**src/hw/rtl/msort_pkg.sv**
```systemverilog
// Package for the merge sorter: the word width and the control and status
// structs that join the sequencer and the datapath. No dependencies.
package msort_pkg;

    localparam int VALUE_W = 32;

    // Commands from the sequencer to the datapath.
    typedef struct packed {
        logic load_we;   // store an input word in the main store
        logic merge_we;  // store the merged word in the destination store
        logic wr_sel;    // destination store of a merge write: 0 main, 1 merge
        logic rd_sel;    // store that the next read takes from: 0 main, 1 merge
        logic a_live;    // left run still has words
        logic b_live;    // right run still has words
        logic out_load;  // move the read word into the output register
        logic out_last;  // the word loaded is the final one of the set
        logic out_ovf;   // the set lost words at load time
    } t_ms_ctrl;

    // Status from the datapath to the sequencer.
    typedef struct packed {
        logic take_left; // merge takes the left head this cycle
        logic out_free;  // output register can take a word this cycle
    } t_ms_stat;

endpackage

```
**src/hw/rtl/msort_dp.sv**
```systemverilog
// Datapath of the merge sorter: the two stores, their registered read ports,
// the head compare and the output register. Depends on msort_pkg.
module msort_dp #(
    parameter int AW = 6
) (
    input  logic                            i_clk,
    input  logic                            i_rst_n,
    input  msort_pkg::t_ms_ctrl             i_ctrl,
    output msort_pkg::t_ms_stat             o_stat,
    input  logic [AW-1:0]                   i_wr_addr,
    input  logic [AW-1:0]                   i_rd_addr_a,
    input  logic [AW-1:0]                   i_rd_addr_b,
    input  logic [msort_pkg::VALUE_W-1:0]   i_in_value,
    output logic                            o_out_valid,
    input  logic                            i_out_ready,
    output logic [msort_pkg::VALUE_W-1:0]   o_out_value,
    output logic                            o_out_last,
    output logic                            o_out_ovf
);
    import msort_pkg::*;

    localparam int DEPTH = 1 << AW;

    logic [VALUE_W-1:0] r_main_store  [DEPTH];
    logic [VALUE_W-1:0] r_merge_store [DEPTH];
    logic [VALUE_W-1:0] r_main_a, r_main_b, r_merge_a, r_merge_b;
    logic               r_sel;
    logic [VALUE_W-1:0] rd_a, rd_b, wr_data;
    logic               we_main, we_merge;
    logic               r_out_valid;
    logic [VALUE_W-1:0] r_out_value;
    logic               r_out_last, r_out_ovf;

    assign rd_a = r_sel ? r_merge_a : r_main_a;
    assign rd_b = r_sel ? r_merge_b : r_main_b;

    // Stable merge: on equal heads the left run wins.
    assign o_stat.take_left = i_ctrl.a_live &&
                              (!i_ctrl.b_live || ($signed(rd_a) <= $signed(rd_b)));
    assign o_stat.out_free  = !r_out_valid || i_out_ready;

    assign wr_data  = i_ctrl.load_we ? i_in_value : (o_stat.take_left ? rd_a : rd_b);
    assign we_main  = i_ctrl.load_we || (i_ctrl.merge_we && !i_ctrl.wr_sel);
    assign we_merge = i_ctrl.merge_we && i_ctrl.wr_sel;

    always_ff @(posedge i_clk) begin
        if (we_main) begin
            r_main_store[i_wr_addr] <= wr_data;
        end
        if (we_merge) begin
            r_merge_store[i_wr_addr] <= wr_data;
        end
        r_main_a  <= r_main_store[i_rd_addr_a];
        r_main_b  <= r_main_store[i_rd_addr_b];
        r_merge_a <= r_merge_store[i_rd_addr_a];
        r_merge_b <= r_merge_store[i_rd_addr_b];
        r_sel     <= i_ctrl.rd_sel;
    end

    always_ff @(posedge i_clk) begin
        if (!i_rst_n) begin
            r_out_valid <= 1'b0;
        end else if (i_ctrl.out_load) begin
            r_out_valid <= 1'b1;
        end else if (i_out_ready) begin
            r_out_valid <= 1'b0;
        end
        if (i_ctrl.out_load) begin
            r_out_value <= rd_a;
            r_out_last  <= i_ctrl.out_last;
            r_out_ovf   <= i_ctrl.out_ovf;
        end
    end

    assign o_out_valid = r_out_valid;
    assign o_out_value = r_out_value;
    assign o_out_last  = r_out_last;
    assign o_out_ovf   = r_out_ovf;

endmodule

```
**config.mk**
```make
export PLATFORM = sky130hd
export DESIGN_NAME = msort_dp
export DESIGN_NICKNAME = d
export VERILOG_FILES = /design/src/hw/rtl/msort_pkg.sv /design/src/hw/rtl/msort_dp.sv
export SDC_FILE = /design/constraint.sdc
export NUM_CORES = 2
export LEC_CHECK = 0
export BUFFER_PORTS_ARGS = -buffer_cell sky130_fd_sc_hd__buf_2
export CORE_ASPECT_RATIO = 0.8
export CORE_MARGIN = 10
export CORE_UTILIZATION = 60
export CTS_CLUSTER_SIZE = 20
export DETAILED_ROUTE_END_ITERATION = 16
export HOLD_SLACK_MARGIN = 0.1
export PLACE_DENSITY_LB_ADDON = 0.25
export SKIP_LAST_GASP = 1
export SYNTH_ARGS = -nofsm -noshare
export SYNTH_HDL_FRONTEND = slang
export SYNTH_SLANG_ARGS = --single-unit
```
**constraint.sdc**
```tcl
create_clock -name i_clk -period 12 [get_ports i_clk]
set_clock_uncertainty 0.05 [all_clocks]
set_input_delay 1.8 -clock i_clk [delete_from_list [all_inputs] [get_ports i_clk]]
set_output_delay 1.8 -clock i_clk [all_outputs]
set_load 0.01 [all_outputs]
```
==> flow_metrics.py <==
metrics = {
    "outcome": {
        "status": "complete, no violations",
    },
    "run": {
        "maxCapViolCount": 0,
    },
    "die": {
        "die-width_um": 654,
        "num_io_pins": 99,
        "die-area_um2": 345000,
        "core_area_um2": 321000,
        "row_count": 186,
        "start_util": 0.602,
        "die_height_um": 527,
    },
    "worst_setup_path": {
        "worstSetupEndpointType": "output pin",
        "arrival_ps": 6090,
        "critPathKind": "flop to output pin",
        "cp_data_required_time_ps": 10150,
        "worst_setup_path_start_kind": "flop",
        "r2r_slack_ps": 4950,
        "crit_fanout": 53,
    },
    "synth": {
        "synth_top_area_share": 0.642,
        "synth.area.top_cells": "edfxtp_1 (64%), mux4_2 (31%), dfxtp_1 (1.3%), clkbuf_1 (0.79%), buf_2 (0.38%)",
        "syn_inst": 8080,
        "synth_top_flop_cell": "edfxtp_1",
        "yosysSeqAreaShare": 0.656,
        "synthArstFlopShare": 0,
        "syn_area_per_cell_um2": 23.9,
        "syn_area_um2": 193000,
        "synth_edf_count": 4130,
        "synth-warning-count": 0,
        "synth_top_cell_by_area": "edfxtp_1",
        "ys_types": 39,
        "synth.net_count": 8174,
        "synth-seq-cells": 4260,
    },
    "clock_tree": {
        "post_cts_buffers": 0,
        "cts_hold_buf": 0,
        "cts_root_buffer": "clkbuf_16",
        "clk_latency_ps": 1010,
        "clock_sinks": 4260,
        "cts_resized": 0,
        "path_clk_slew_ps": 60,
        "cts-root-to-sink-buffers": 4,
        "cts_buffers": 415,
        "tritoncts": "built",
        "htreeDepth": 5,
    },
    "sta": {
        "finalSetupTns_ps": 0,
        "slew_headroom": 0.0636,
        "fin_crit_ps": 7940,
        "setup-violations-final": 0,
        "tightest_slew_ps": 1400,
        "hold_viol_final": 0,
        "period_share": 0.661,
        "timing.fmax_ghz": 0.126,
        "rsz0062_at_grt": "no",
        "drv_slew": 0,
    },
    "drt": {
        "wl_met2_mm": 264,
        "postRouteAntennaNets": 0,
        "vias": 104000,
        "met1Wirelength_mm": 199,
        "wirelength_mm": 612,
        "met3_length_mm": 116,
        "highest_layer": "met5",
        "routed_via_density": 8.08,
        "first_pass_iters": 6,
        "drc": 0,
        "wire_per_inst_um": 47.5,
        "drt_iter0_drc": 19300,
    },
    "placement": {
        "dp_hpwl_mm": 345,
        "gp_congestion": 0.968,
        "port_buffers": 98,
    },
    "global_route": {
        "grt_pass1_wl_mm": 841,
        "grt_usage": 0.354,
        "grt_antenna_before_repair": 92,
        "grt_pass1_vias": 103000,
        "grt.overflow.total": 0,
        "grt_max_degree": 135,
    },
    "pwr": {
        "power_density_nw_per_um2": 160,
        "leakage_uw": 0.0652,
        "power.total_uw": 34100,
        "vdd_ir_drop_max_mv": 0.164,
    },
    "cells_and_area": {
        "drive_gt1_frac": 0.450,
        "fin_nets": 8331,
        "area_delta_synth_final_pct": 10.6,
    },
    "min_path": {
        "worstHoldPathType": "flop to flop",
    },
}
metrics by stage:
stage / hold slack [ps] / utilization / std cells / cell area (µm²) / worst slack [ps]
4_1_cts: 480 / 0.666 / 12800 / 214000 / 4090
2_1_floorplan: 490 / - / 8080 / 193000 / 1950
5_1_grt: 513 / 0.666 / 12800 / 214000 / 3940
3_5_place_dp: 471 / 0.624 / 12100 / 200000 / 5200
6_report: 476 / 0.666 / 12900 / 214000 / 4060
3_3_place_gp: 429 / 0.624 / 12100 / 200000 / 5240
registers in the layout, summed over array words and instances (netlist names), 32 cells and up:
name,cells
o_out_value,32
r_main_a,32
r_main_b,32
r_main_store,2048
r_merge_a,32
r_merge_b,32
r_merge_store,2048
critical path, cell delays in order (launching register included):
cell	delay (ps)
dfxtp_4	460
buf_4	680
mux2_2	450
ha_1	450
nand4_1	250
nor4_1	730
a31oi_1	310
a31oi_4	240
and3_4	370
buf_4	720
buf_2	270
layout make-up:
class                      count  area (µm²)
antenna                       54         135
clock buffer                 530       11100
clock inverter               230        2250
fill                       19300      107000
inverter                      43         161
multi-input combinational   3129       65000
sequential                  4260      127000
tap                         4230        5290
timing repair buffer         388        3090
synth_stat cells (2+ instances only):
| library cell | count |
|---|---|
| or3b_2 | 3 |
| clkbuf_1 | 405 |
| a31oi_1 | 33 |
| a21oi_1 | 13 |
| nand4_1 | 8 |
| ha_1 | 32 |
| a21boi_0 | 3 |
| dfxtp_1 | 130 |
| mux2_2 | 33 |
| mux4_2 | 2688 |
| a221oi_2 | 29 |
| buf_4 | 22 |
| nand3b_1 | 6 |
| inv_1 | 43 |
| buf_6 | 7 |
| buf_1 | 67 |
| edfxtp_1 | 4130 |
| mux2i_1 | 31 |
| nor2_1 | 166 |
| nand3_1 | 10 |
| nand2_1 | 12 |
| or3_1 | 2 |
| a21o_1 | 3 |
| o21ai_0 | 2 |
| nand2b_1 | 39 |
| a221oi_1 | 3 |
| o211ai_1 | 2 |
| buf_2 | 147 |
layer usage:
metal | track usage | vias to the layer above
met2 | 0.486 | 9565
met1 | 0.477 | 55800
met5 | 0 | -
li1 | - | 37100
met4 | 0.153 | 40
met3 | 0.187 | 1520
power by group:
group | total (µW) | switching (µW) | internal, µW
Combinational | 3670 | 2440 | 1230
Sequential | 17300 | 184 | 17100
Clock | 13100 | 5740 | 7380
Total | 34100 | 8360 | 25700
kinds of logic after synthesis:
family                   after synthesis  share of synthesized area
adder cells (fa/ha/maj)               32                    0.00207
buffers and inverters                691                     0.0151
flip-flops                          4260                      0.656
AND/OR/NAND/NOR                      252                    0.00588
AO/OA/AOI/OAI                         93                    0.00440
multiplexers                        2752                      0.317
final timing paths:
check / startpoint / endpoint / cells past startpoint
max: r_sel / o_stat[1] / 10
min: o_out_valid / o_out_valid / 2
max reg2reg: r_sel / r_main_store[6][14] / 11
min reg2reg: o_out_valid / o_out_valid / 2
cell usage in the layout (no fill, tap or decap), drive strengths merged, types with 2 or more instances in the layout:
cell,n
diode,54
mux2i,31
nand3b,6
nand2,12
a221oi,32
a21oi,13
nand3,10
clkinvlp,20
or3b,4
a21o,3
nor2,166
or3,2
buf,388
o211ai,2
o21ai,2
mux2,33
nand4,8
a31oi,33
edfxtp,4130
inv,56
clkinv,159
mux4,2688
nand2b,39
ha,32
dfxtp,130
clkbuf,530
a21boi,3
bufinv,38
No activity file was read; power rests on OpenSTA's default activity.
