## config.mk

```make
export PLATFORM = sky130hd
export DESIGN_NAME = msort_ctrl
export DESIGN_NICKNAME = d
export VERILOG_FILES = /design/src/hw/rtl/msort_pkg.sv /design/src/hw/rtl/msort_ctrl.sv
export SDC_FILE = /design/constraint.sdc
export NUM_CORES = 1
export LEC_CHECK = 0
export ABC_AREA = 1
export BUFFER_PORTS_ARGS = -buffer_cell sky130_fd_sc_hd__clkbuf_2
export CAP_MARGIN = 10
export CORE_MARGIN = 10
export CORE_UTILIZATION = 55
export DETAILED_ROUTE_END_ITERATION = 12
export PLACE_DENSITY = 0.73
export SLEW_MARGIN = 10
export SYNTH_ARGS = -nofsm -noshare
export SYNTH_HDL_FRONTEND = slang
export SYNTH_SLANG_ARGS = --single-unit
```

## constraint.sdc

```tcl
create_clock -name i_clk -period 5.4 [get_ports i_clk]
set_clock_uncertainty 0.2 [all_clocks]
set_input_delay 1.35 -clock i_clk [delete_from_list [all_inputs] [get_ports i_clk]]
set_output_delay 1.35 -clock i_clk [all_outputs]
set_load 0.005 [all_outputs]
```

## src/hw/rtl/msort_pkg.sv

```systemverilog
// Package for the merge sorter: the word width and the control and status
// structs that join the sequencer and the datapath. No dependencies.
package msort_pkg;

    localparam int VALUE_W = 32;

    // Commands from the sequencer to the datapath.
    typedef struct packed {
        logic load_we;   // store an input word in the main store
        logic merge_we;  // store the merged word in the destination store
        logic wr_sel;    // destination store of a merge write: 0 main, 1 merge
        logic rd_sel;    // store that the next read takes from: 0 main, 1 merge
        logic a_live;    // left run still has words
        logic b_live;    // right run still has words
        logic out_load;  // move the read word into the output register
        logic out_last;  // the word loaded is the final one of the set
        logic out_ovf;   // the set lost words at load time
    } t_ms_ctrl;

    // Status from the datapath to the sequencer.
    typedef struct packed {
        logic take_left; // merge takes the left head this cycle
        logic out_free;  // output register can take a word this cycle
    } t_ms_stat;

endpackage

```

## src/hw/rtl/msort_ctrl.sv

```systemverilog
// Sequencer of the merge sorter: load counting, bottom-up merge passes and
// the emit pass. Drives msort_dp through msort_pkg command and status structs.
module msort_ctrl #(
    parameter int MAX_ITEMS = 64,
    parameter int AW        = 6,
    parameter int CW        = 7
) (
    input  logic                 i_clk,
    input  logic                 i_rst_n,
    input  logic                 i_in_valid,
    output logic                 o_in_ready,
    input  logic                 i_in_last,
    output msort_pkg::t_ms_ctrl  o_ctrl,
    input  msort_pkg::t_ms_stat  i_stat,
    output logic [AW-1:0]        o_wr_addr,
    output logic [AW-1:0]        o_rd_addr_a,
    output logic [AW-1:0]        o_rd_addr_b
);
    import msort_pkg::*;

    localparam int PW = CW + 2;

    typedef enum logic [2:0] {
        S_LOAD,
        S_PREP,
        S_MERGE,
        S_EPREP,
        S_EMIT
    } t_state;

    t_state        r_state, n_state;
    logic [CW-1:0] r_n, n_n;
    logic          r_ovf, n_ovf;
    logic          r_par, n_par;
    logic [PW-1:0] r_w, n_w;
    logic [CW-1:0] r_i, n_i, r_j, n_j, r_k, n_k, r_mid, n_mid, r_hi, n_hi;
    logic [CW-1:0] set_n;
    logic [PW-1:0] w2;
    logic          accept, stored;

    function automatic logic [CW-1:0] clip(input logic [PW-1:0] pos,
                                           input logic [CW-1:0] lim);
        logic [PW-1:0] lim_x;
        lim_x = PW'(lim);
        clip  = (pos > lim_x) ? lim : pos[CW-1:0];
    endfunction

    assign o_in_ready = (r_state == S_LOAD);
    assign accept     = i_in_valid && o_in_ready;
    assign stored     = r_n < CW'(MAX_ITEMS);
    assign set_n      = stored ? r_n + CW'(1) : r_n;
    assign w2         = r_w << 1;

    always_comb begin
        n_state = r_state;
        n_n     = r_n;
        n_ovf   = r_ovf;
        n_par   = r_par;
        n_w     = r_w;
        n_i     = r_i;
        n_j     = r_j;
        n_k     = r_k;
        n_mid   = r_mid;
        n_hi    = r_hi;
        o_ctrl  = '0;
        o_ctrl.rd_sel = r_par;
        o_ctrl.wr_sel = !r_par;
        o_ctrl.a_live = r_i < r_mid;
        o_ctrl.b_live = r_j < r_hi;
        o_ctrl.out_ovf = r_ovf;
        o_wr_addr = r_k[AW-1:0];

        case (r_state)
            S_LOAD: begin
                o_wr_addr = r_n[AW-1:0];
                if (accept) begin
                    o_ctrl.load_we = stored;
                    n_n            = set_n;
                    if (!stored) begin
                        n_ovf = 1'b1;
                    end
                    if (i_in_last) begin
                        n_par = 1'b0;
                        n_i   = '0;
                        n_w   = PW'(1);
                        n_mid = CW'(1);
                        n_j   = CW'(1);
                        n_hi  = clip(PW'(2), set_n);
                        n_k   = '0;
                        n_state = (set_n == CW'(1)) ? S_EPREP : S_PREP;
                    end
                end
                o_ctrl.rd_sel = n_par;
            end
            S_PREP: begin
                n_state = S_MERGE;
            end
            S_MERGE: begin
                o_ctrl.merge_we = 1'b1;
                n_k = r_k + CW'(1);
                if (i_stat.take_left) begin
                    n_i = r_i + CW'(1);
                end else begin
                    n_j = r_j + CW'(1);
                end
                if (r_k + CW'(1) == r_hi) begin
                    if (r_hi == r_n) begin
                        // End of a pass: the destination becomes the source.
                        n_par = !r_par;
                        n_w   = w2;
                        n_i   = '0;
                        n_k   = '0;
                        n_mid = clip(w2, r_n);
                        n_j   = clip(w2, r_n);
                        n_hi  = clip(w2 << 1, r_n);
                        n_state = (w2 >= PW'(r_n)) ? S_EPREP : S_PREP;
                    end else begin
                        n_i   = r_hi;
                        n_mid = clip(PW'(r_hi) + r_w, r_n);
                        n_j   = clip(PW'(r_hi) + r_w, r_n);
                        n_hi  = clip(PW'(r_hi) + w2, r_n);
                    end
                end
                o_ctrl.rd_sel = n_par;
            end
            S_EPREP: begin
                n_state = S_EMIT;
            end
            S_EMIT: begin
                if (i_stat.out_free) begin
                    o_ctrl.out_load = 1'b1;
                    o_ctrl.out_last = (r_i + CW'(1) == r_n);
                    n_i = r_i + CW'(1);
                    if (r_i + CW'(1) == r_n) begin
                        n_n     = '0;
                        n_ovf   = 1'b0;
                        n_state = S_LOAD;
                    end
                end
            end
            default: begin
                n_state = S_LOAD;
            end
        endcase
    end

    // Reads are addressed with the next pointers so that the registered
    // read data matches the current pointers.
    assign o_rd_addr_a = n_i[AW-1:0];
    assign o_rd_addr_b = n_j[AW-1:0];

    always_ff @(posedge i_clk) begin
        if (!i_rst_n) begin
            r_state <= S_LOAD;
            r_n     <= '0;
            r_ovf   <= 1'b0;
            r_par   <= 1'b0;
            r_w     <= '0;
            r_i     <= '0;
            r_j     <= '0;
            r_k     <= '0;
            r_mid   <= '0;
            r_hi    <= '0;
        end else begin
            r_state <= n_state;
            r_n     <= n_n;
            r_ovf   <= n_ovf;
            r_par   <= n_par;
            r_w     <= n_w;
            r_i     <= n_i;
            r_j     <= n_j;
            r_k     <= n_k;
            r_mid   <= n_mid;
            r_hi    <= n_hi;
        end
    end

endmodule

```

==> summary.txt <==
Drt
  – Remaining antenna violation count after routing: 0
  – Drt wl/cell: 16.93 um
  – 1st-pass router iterations: 6
  – Wirelength, routed: 17,580 um
  – Drt initial violations: 697
  – # DRC: 0
  – Via/cell ratio: 5.681
  – Vias: a little under 6,000

Synth
  – Synth warn: 0
  – Yosys cell types: 46
  – Ranking of synthesized cells by area: dfxtp_1 (20%), nand2_1 (17%), ha_1 (12%)
  – Avg Synthesized Cell Area: 6.273 um^2
  – Number of synthesized register bits: between 50 and 60
  – Post-synth EDFFs: 0
  – Yosys top cell by area: dfxtp_1
  – Synthesized area: ~5600 um^2
  – Part of the Yosys area used for sequential elements: 20.19%
  – Most common library cells after synthesis: nand2_1 (252), inv_1 (103), a21oi_1 (67), nand3_1 (66), nor2_1 (64)
  – Dominant synthesized flop cell: dfxtp_1
  – Post-synth ARST share: 0%
  – Mapped Cells: 885
  – Synth top area share: slightly above 20%
  – Most frequent cell after synthesis: nand2_1
  – Post-synth net total: 948

Placed design
  – Port bufs: 33
  – Area after DPL: slightly below 6000 um^2
  – DPL Wire Length: 13,290 um
  – Placer Congestion: between 0.9 and 1

Cells and area
  – Nets: 967
  – Post-layout util: 59.81%
  – # diodes: 0
  – Area grow syn2layout: 5.792%
  – Post-route cell area: 5873 um^2
  – Share of layout cells above drive strength 1: a little over a tenth

STA
  – Worst Max-Slew Pin Slew: 0.6806 ns
  – Slew HR: between 50% and 60%
  – Fin crit share: 94.11%
  – Fmax achieved: 0.1968 GHz
  – Hold_ws: 0.2793 ns
  – Pins Over Slew Limit: 0
  – Final hold violation count: 0
  – Time the worst path needs with I/O delays and setup: 5.082 ns
  – Post-route setup TNS: 0 ns
  – RSZ-0062 raised after global routing: no
  – Final setup fails: 0

Setup path
  – WP buf/inv: 4
  – Worst path arrival time: 3.53 ns
  – Startpoint types: flop
  – CP max-delay cell: dfxtp_2
  – Family with the most delay on the worst path: simple AND/OR/NAND/NOR gates
  – Most frequent CP cell: nand2_1
  – CP max stage delay: 0.42 ns
  – Data required, critical path: 3.85 ns
  – Max Fanout on Critical Path: 12
  – WS Path Type: reg2out
  – CP Capture Type: output port

Clock network
  – Cts hold-fix bufs: 0
  – TritonCTS clock tree: done
  – Post-CTS setup repair buffer count: 0
  – Num CTS Buffers: 5
  – Clock root buffer: clkbuf_8
  – Clock slew at reported path FFs: 0.12 ns
  – CTS Sinks: 56
  – Post-CTS Resized: 0
  – Max clock buf depth: 2
  – H-Tree Depth: 2
  – Skew-Pair Late Insertion Delay: 0.35 ns

Power and ir drop
  – Leakage: around 3 nW
  – Worst vdd ir: 0.0003813 V
  – Pwr dens: between 500 and 600 nW/um^2
  – Total power: 3.136 mW

Min path
  – Hold Crit Class: reg2reg

GRT
  – First-pass GRT wire length: 28,190 um
  – Global-route usage over all layers: 23.90%
  – GRT Residual Overflow: 0
  – Vias in the first global route: about 5,500
  – Initial antenna violation count: 0
  – Pin count of the biggest net entering global routing: 44

Run status
  – Run status: completed

Floorplanning
  – Die Y-Extent: 120.5 um
  – Cell row count: 36
  – Die area: 14,510 um^2
  – IO Pins: 34
  – Initial Util: 56.54%
  – Core Area: 9819 um^2
  – Die width: 120.5 um

Job
  – Max cap viols: 0
-- flip-flops by register name (all words and copies together) (netlist names), 3 cells and up --
| register | cells |
|---|---|
| r_state | 3 |
| r_j | 7 |
| r_i | 7 |
| r_hi | 7 |
| r_w | 9 |
| r_k | 7 |
| r_mid | 7 |
| r_n | 7 |
-- cell families after synthesis --
| family | after synthesis | synth area share, % |
|---|---|---|
| xor+xnor | 33 | 5.206 |
| compound gates | 151 | 15.10 |
| fa+ha+maj | 57 | 13.12 |
| simple gates | 436 | 34.51 |
| buf+inv | 152 | 11.88 |
| flops | 56 | 20.19 |
-- power breakdown --
part	total, mW	switching, mW	internal [mW]
logic	2.26	1.54	0.721
clock network	0.276	0.170	0.106
registers	0.600	0.111	0.489
total	3.14	1.82	1.32
-- cell type report --
type	instances	area, um^2
inverter	119	446.7
tap	133	166.4
clock inverter	2	13.76
fill	1016	3946
timing repair buffer	45	255.2
clock buffer	6	82.58
multi-input combinational	677	3784
sequential	56	1125
-- path summary, 6_finish.rpt --
| path | cells past startpoint | start | slack (ns) | end |
|---|---|---|---|---|
| worst min-delay path | 2 | r_mid[6]$_SDFFE_PN0P_ | 0.28 | r_mid[6]$_SDFFE_PN0P_ |
| worst max-delay path | 25 | r_w[0]$_SDFFE_PN0P_ | 0.32 | o_rd_addr_b[3] |
| worst max register to register | 16 | r_hi[2]$_SDFFE_PN0P_ | 1.99 | r_hi[6]$_SDFFE_PN0P_ |
| worst min register to register | 2 | r_mid[6]$_SDFFE_PN0P_ | 0.28 | r_mid[6]$_SDFFE_PN0P_ |
-- per-stage QoR --
step	std cells	setup slack, ns
after floorplan	885	0.9885
after global placement	1030	0.6175
after CTS	1038	0.1063
after detailed placement	1030	0.5113
after global routing	1038	0.02774
final	1038	0.3182
-- layout by cell type, fill, tap and decap left out, drive strengths merged, types with 2 or more instances in the layout --
cell and n:
nand4 13, a221oi 2, a21oi 69, ha 55, or2 3, buf 12
nand3 73, a22oi 2, clkbuf 39, nor3 10, clkinv 5, nand3b 6
fa 2, a31oi 4, a211oi 3, o211ai 10, o21ai 55, nor2 72
xnor2 12, dfxtp 56, o22ai 2, xor2 21, nand2 257, inv 116
-- per-layer routing --
metal,track usage [%],part of all wire (%),vias up
met5,0,0,-
met4,6.712,1.6,0
met3,4.188,9.1,28
met2,39.06,45,258
met1,31.53,45,2691
li1,-,-,2920
-- worst reg2reg max path, stage by stage (launching register included) --
cell     delay, ns
dfxtp_1       0.44
inv_1         0.19
fa_1          0.49
o21ai_0       0.33
xor2_1        0.24
ha_1          0.26
nand2_1       0.05
inv_1         0.05
nand2_1       0.06
nand2_1       0.04
nand2_1       0.10
nand2_1       0.06
nor2_1        0.32
nand3_1       0.20
nand3_1       0.11
nand3_1       0.08
a21oi_1       0.15
Power figures use the tool's default switching activity.
